--- config.mk ---
export PLATFORM = sky130hd
export DESIGN_NAME = aebd_core
export DESIGN_NICKNAME = d
export VERILOG_FILES = /design/src/hdl/aebd_pkg.sv /design/src/hdl/aebd_core.sv
export VERILOG_INCLUDE_DIRS = /design/src /design/src/hdl
export SDC_FILE = /design/constraint.sdc
export NUM_CORES = 1
export LEC_CHECK = 0
export ABC_AREA = 1
export BUFFER_PORTS_ARGS = -buffer_cell sky130_fd_sc_hd__buf_4
export CAP_MARGIN = 15
export CELL_PAD_IN_SITES_DETAIL_PLACEMENT = 1
export CELL_PAD_IN_SITES_GLOBAL_PLACEMENT = 2
export CORE_MARGIN = 3
export CORE_UTILIZATION = 31
export CTS_BUF_LIST = sky130_fd_sc_hd__clkbuf_4
export DETAILED_ROUTE_END_ITERATION = 8
export PLACE_DENSITY = 0.88
export SLEW_MARGIN = 20
export SYNTH_ARGS = -nofsm -noshare
export SYNTH_HDL_FRONTEND = slang
export SYNTH_SLANG_ARGS = --single-unit
export TNS_END_PERCENT = 20
--- constraint.sdc ---
create_clock -name clk -period 1.6 [get_ports clk]
set_clock_uncertainty 0.15 [all_clocks]
set_input_delay 0.16 -clock clk [delete_from_list [all_inputs] [get_ports clk]]
set_output_delay 0.16 -clock clk [all_outputs]
set_load 0.02 [all_outputs]
--- src/hdl/assert_macros.svh ---
// Assertion helpers for the archive decryptor RTL.
// All checks sample on posedge clk and are off while rst_n is low.
`ifndef ASSERT_MACROS_SVH
`define ASSERT_MACROS_SVH

`ifndef ASSERT_OFF
// Property must hold at every clock edge
`define AEBD_ASSERT(lbl, expr, msg) \
  lbl: assert property (@(posedge clk) disable iff (!rst_n) (expr)) else $error(msg);
// When pre holds, post must hold in the next cycle
`define AEBD_ASSERT_NEXT(lbl, pre, post, msg) \
  lbl: assert property (@(posedge clk) disable iff (!rst_n) (pre) |=> (post)) else $error(msg);
`else
`define AEBD_ASSERT(lbl, expr, msg)
`define AEBD_ASSERT_NEXT(lbl, pre, post, msg)
`endif

`endif

--- src/hdl/aebd_pkg.sv ---
package aebd_pkg;

  localparam int unsigned KEY_BYTES  = 16;
  localparam int unsigned POS_W      = 4;
  localparam int unsigned WARM_W     = 3;
  localparam int unsigned SLOT_W     = 2;
  localparam int unsigned CHAIN_LEN  = 4;
  localparam int unsigned CFG_IDX_W  = 2;
  localparam int unsigned CFG_DATA_W = 64;

  // Warm-up saturates once the chaining history is full
  localparam logic [WARM_W-1:0] WARM_FULL = WARM_W'(CHAIN_LEN);

  // Configuration register indexes
  typedef enum logic [CFG_IDX_W-1:0] {
    CFG_KEY_LOW    = 2'd0,
    CFG_KEY_HIGH   = 2'd1,
    CFG_CHAIN_MODE = 2'd2
  } cfg_idx_t;

  typedef struct packed {
    logic [7:0] cipher_byte;
    logic       entry_end;
  } in_item_t;

  typedef struct packed {
    logic [7:0] plain_byte;
    logic       plain_end;
  } out_item_t;

  // Key byte n of the 128-bit key, byte 0 in the low bits
  function automatic logic [7:0] key_byte(input logic [8*KEY_BYTES-1:0] key,
                                          input logic [POS_W-1:0] idx);
    key_byte = key[{idx, 3'b000} +: 8];
  endfunction

endpackage

--- src/hdl/aebd_core.sv ---
`include "assert_macros.svh"
// Key/chaining state, configuration registers and the per-byte XOR
module aebd_core
  import aebd_pkg::*;
(
  input  logic                  clk,
  input  logic                  rst_n,
  input  logic                  cfg_we,
  input  logic [CFG_IDX_W-1:0]  cfg_index,
  input  logic [CFG_DATA_W-1:0] cfg_wdata,
  input  logic                  adv,
  input  in_item_t              s1_item,
  output out_item_t             result
);

  logic [CFG_DATA_W-1:0] key_low_r;
  logic [CFG_DATA_W-1:0] key_high_r;
  logic                  chain_mode_r;

  logic [POS_W-1:0]  pos_r, pos_nxt;
  logic [WARM_W-1:0] warm_r, warm_nxt;
  logic [7:0]        hist_r [CHAIN_LEN];

  logic [SLOT_W-1:0] slot;
  logic [7:0]        kb;
  logic [7:0]        chain;
  logic              warm_done;

  // Configuration writes; unknown index is dropped
  always_ff @(posedge clk) begin
    if (!rst_n) begin
      key_low_r    <= '0;
      key_high_r   <= '0;
      chain_mode_r <= 1'b0;
    end else if (cfg_we) begin
      case (cfg_index)
        CFG_KEY_LOW:    key_low_r    <= cfg_wdata;
        CFG_KEY_HIGH:   key_high_r   <= cfg_wdata;
        CFG_CHAIN_MODE: chain_mode_r <= cfg_wdata[0];
        default:        ;
      endcase
    end
  end

  // Datapath: key byte, then chaining byte (key during warm-up, else history)
  assign slot      = pos_r[SLOT_W-1:0];
  assign kb        = key_byte({key_high_r, key_low_r}, pos_r);
  assign warm_done = (warm_r == WARM_FULL);
  assign chain     = warm_done ? hist_r[slot] : kb;

  assign result.plain_byte = s1_item.cipher_byte ^ kb ^ (chain_mode_r ? chain : 8'h00);
  assign result.plain_end  = s1_item.entry_end;

  // Counters restart after the entry's last byte
  always_comb begin
    if (s1_item.entry_end) begin
      pos_nxt  = '0;
      warm_nxt = '0;
    end else begin
      pos_nxt  = pos_r + POS_W'(1);
      warm_nxt = warm_done ? warm_r : warm_r + WARM_W'(1);
    end
  end

  always_ff @(posedge clk) begin
    if (!rst_n) begin
      pos_r  <= '0;
      warm_r <= '0;
    end else if (adv) begin
      pos_r  <= pos_nxt;
      warm_r <= warm_nxt;
    end
  end

  // History is updated in both modes; no reset needed
  always_ff @(posedge clk) begin
    if (adv) begin
      hist_r[slot] <= s1_item.cipher_byte;
    end
  end

  `AEBD_ASSERT(a_warm_sat, warm_r <= WARM_FULL, "warm-up count above saturation")
  `AEBD_ASSERT_NEXT(a_end_restart, adv && s1_item.entry_end, pos_r == '0 && warm_r == '0, "counters not cleared after entry end")
  `AEBD_ASSERT_NEXT(a_pos_step, adv && !s1_item.entry_end, pos_r == POS_W'($past(pos_r) + POS_W'(1)), "key position did not advance")

endmodule

### Word level (Yosys, flattened, before mapping)

Memories as Yosys holds them, arrays and structs flattened. A register that Yosys moved wholly into a read port is not among the register bits.
Cells that the tools add are included.

* memories kept: 1
* RAM bits: 32
* memory bits (read-only): 0
* input bits: 79
* latch bits: 0
* register bits: 136

Memory list
* hist_r: depth 4, bits a word 8, read ports 1, clocked after memory_dff 1, wr ports 1, line aebd_core.sv:22 `logic [7:0] hist_r [CHAIN_LEN];`

* multiplexer cells: 9
* reductions and logical operators: 5
* equality and inequality tests: 4
* $mul: 0
* add/sub/neg operators: 2
* shifts and indexed selects: 1
* bitwise gates (word level): 2
* order comparisons: 0
* div/mod/pow operators: 0

Operators by type and width (number)
* 128-bit by 8-bit variable part select with 8-bit output: 1
* 8-bit two-way mux: 2
* 8-bit XOR: 2
* 2-bit AND reduction: 4
* 3-bit two-way mux: 2
* 4-bit by 1-bit adder with 4-bit output, second input constant: 1
* 2-bit two-way mux: 2
* 4-bit two-way mux: 1
* 3-bit by 1-bit adder with 3-bit output, second input constant: 1
* 3-bit equality test, second input constant: 1
* 2-bit by 1-bit equality test with 1-bit output, second input constant: 1
* 2-bit equality test, second input constant: 1
* 2-bit logical NOT: 1
* 1-bit two-way mux: 2
* 2-bit inequality test, second input constant: 1

### Longest topological paths before layout

* depth after elaboration: 4
* depth in mapped cells: 12

### Worst setup path after synthesis

No wires, ideal clock.

* kind: register -> output
* start point: register warm_r[0]
* end point: output port result[1] (netlist name)
* buffers on the path: 0
* arrival: 1.483 ns
* stages on the path, launching flop included: 10
* slack: -0.193 ns
* required time: 1.290 ns
* cell sequence: dfxtp_1 -> inv_1 -> ha_1 -> nand2_1 -> clkinv_1 -> nand3_1 -> nand3_1 -> nand3_1 -> nand2_1 -> inv_1

RTL lines
* from (decl): line aebd_core.sv:21 `logic [WARM_W-1:0] warm_r, warm_nxt;`
* from (signal assigned): line aebd_core.sv:71 `warm_r <= warm_nxt;`
* to (decl): line aebd_core.sv:13 `output out_item_t result`

==> impl_metrics.ini <==
[power]
swShare = 0.3105
p_total_uw = 9191
seq_power_share = 0.504
vdd_drop_max_mv = 0.3738
power_leakage_uw = 0.005192
power_density_nw_per_um2 = 769.0
internal_power_uw = 6337
comb_power_share = 0.229
p_clk_frac = 0.267
switchingPower_uw = 2854

[timing]
fin_crit_sh = 1.648
setup_violations = 39
fmax_mhz = 379.3
maxSlewHeadroom = 0.6210
rsz0062_at_grt = yes
hold_viol_final = 11
fin_ws_ns = -1.037
layout_min_cycle_time_ns = 2.637
hold_slack_ns = -0.09982
worst_pin_slew_ns = 0.5626
slew_violations = 0

[place]
place.gp.congestion = 0.8008
placed_cell_area_um2 = 9797
io_buffers = 87
dpl.hpwl_um = 19750

[routing]
final_antenna_net_count = 0
wl_um = 29750
top_layer = met4
dr.pass1.iters = 5
route.detailed.drc = 0
vias_per_cell = 4.914
wl_per_cell_um = 17.45
dr_wl_met2_um = 15320
route.vias.total = 8379
drt_iter0_drc = 418
met1Wirelength_um = 13030
dr_wl_met3_um = 873

[synthesis]
ys_seq_elements = 170
netlist_area_um2 = 8061
synth_area_leaders = dfxtp_1 (34%), edfxtp_1 (12%), o21ai_0 (9.5%)
yosysWarnings = 0
synth_ff_type = dfxtp_1
synth_nets = 1208
synth_commonest_cells = nand2_1 (201), inv_1 (175), o21ai_0 (153)
synth_top_area_share = 0.3427
syn-instance-count = 1123
postSynthAreaPerCell_um2 = 7.179
synth_most_common_cell = nand2_1
yosysTopAreaCell = dfxtp_1
ys_types = 25
ys_seq_area_frac = 0.4619
synthArstFlopShare = 0
synth_enable_flop_cells = 32

[critical_path]
critPathMaxStageDelay_ns = 0.47
required_ns = 1.29
critPathArrivalTime_ns = 2.33
cp-end-kind = output pin
cpMaxStageDelayCell = dfxtp_4
worstPathCellList = inv_8 -> bufbuf_16 -> nand2_1 -> nand3_1 -> nand3_2 -> nand3_4 -> nand2_2 -> nand2_1 -> nand3_1 -> nand2_1 -> inv_2 -> buf_6
cp_max_fo = 10
crit_path_start_kind = flip-flop
crit_top_cell = nand2_1
worstSetupPathType = reg2out

[cts]
clk_pin_slew_worst_paths_ns = 0.15
htree_levels = 4
cts_tree = yes
clock_sinks = 170
cts_buffers = 17
clk_path_buf_depth = 2
cts_root_buf = clkbuf_4
clock_latency_ns = 0.58

[layout]
nets = 1446
fillers = 3080
drive_gt1_frac = 0.2707
area_growth_pct = 48.25
postLayoutCellArea_um2 = 11950

[global_route]
grt_remaining_overflow = 0
grtUsageTotal = 0.2117
grt_start_max_net_pins = 43
grt_pass1_wl_um = 47340
antenna_found_initial = 1
grt_pass1_vias = 9042

[run_status]
violations = hold timing, setup timing
status = finished, violations left

[die]
ios = 88
rows = 58
die_h_um = 167.3
design.core.area_um2 = 25400
chipWidth_um = 167.3
dieArea_um2 = 27980
initial_utilization = 0.3174

[run]
maxCapViolCount = 0

[worst_hold_path]
hold_path_class = in2reg
-- cells in the final DEF, fill, tap and decap left out, types with 11 or more instances in the layout --
cell type / count
dlygate4sd3_1: 81
dfxtp_1: 136
nand3_2: 49
a21oi_1: 116
nand3_4: 23
inv_2: 16
inv_1: 162
nand2_2: 24
nand3_1: 77
buf_12: 27
o21ai_0: 140
edfxtp_1: 32
buf_4: 167
nand2_1: 178
nor2_1: 52
clkbuf_4: 18
o21ai_1: 11
-- final cells by class --
class | count | area, um^2 | share of cell area
Timing Repair Buffer | 293 | 2964 | 0.2480
Tap cell | 330 | 412.9 | 0.03455
Multi-Input combinational cell | 698 | 3891 | 0.3256
Clock buffer | 18 | 135.1 | 0.01131
Sequential cell | 170 | 3729 | 0.3120
Inverter | 181 | 694.4 | 0.05810
Antenna cell | 1 | 2.502 | 0.0002094
Clock inverter | 14 | 122.6 | 0.01026
-- routing by layer --
| metal | vias up | track usage |
|---|---|---|
| li1 | 4095 | - |
| met1 | 4095 | 0.2630 |
| met2 | 154 | 0.3791 |
| met3 | 35 | 0.03116 |
| met4 | 0 | 0.06652 |
| met5 | - | 0 |
-- flip-flops by register name, summed over array words and instances, names as in the netlist, named ones only --
name	cells
hist_r	32
key_low_r	64
warm_r	3
key_high_r	64
chain_mode_r	1
pos_r	4
-- worst max-delay path, delay by kind of cell, from the launching register on --
family	cells	cell delay (ns)
buf+inv	4	0.51
flops	1	0.47
simple gates	8	0.74
-- cell families (layout without fill, tap and decap cells) --
kind of cell	count (synthesis)	in the layout	synth area share
compound gates	274	274	0.1710
xor+xnor	1	1	0.001087
fa+ha+maj	6	6	0.009312
buf+inv	255	506	0.1357
flops	170	170	0.4619
other cells	0	1	0
simple gates	417	417	0.2210
-- final timing paths --
path                                     from             to  slack [ns]  cells past startpoint
worst max-delay path                 pos_r[0]      result[7]       -1.04                     12
worst min-delay path                   cfg_we  key_low_r[42]        -0.1                      3
worst max register to register       pos_r[0]   hist_r[2][4]       -0.14                      8
worst min register to register  key_low_r[17]  key_low_r[17]        0.31                      2
-- per-stage QoR --
step	setup WS [ns]	util	hold WS (ns)	TNS, ns	std cells
6_report	-1.037	0.4705	-0.09982	-10.46	1705
3_5_place_dp	-0.4877	0.3857	0.2428	-4.317	1569
3_3_place_gp	-0.4347	0.3857	0.2402	-3.441	1569
2_1_floorplan	-0.00005684	-	0.1089	-0.0001137	1123
4_1_cts	-1.012	0.4636	0.1471	-14.03	1698
5_1_grt	-1.177	0.4705	-0.09810	-12.95	1705
-- power by group through the flow --
stage | combinational [uW] | sequential [uW] | clock [uW]
floorplan | 851 | 4700 | 0
global placement | 1540 | 4710 | 0
detailed placement | 1580 | 4720 | 0
CTS | 2020 | 4630 | 2530
global route | 2310 | 4660 | 2700
finish | 2100 | 4630 | 2460
-- what timing repair did --
item / in CTS / in global routing
endpoints found under the setup margin: 28 / 62
pin swaps: 36 / 6
gates cloned: 7 / 1
buffers inserted: 7 / 5
endpoints found under the hold margin: 202 / 8
hold buffers: 83 / 3
resized for setup: 134 / 33
Power figures use the tool's default switching activity.
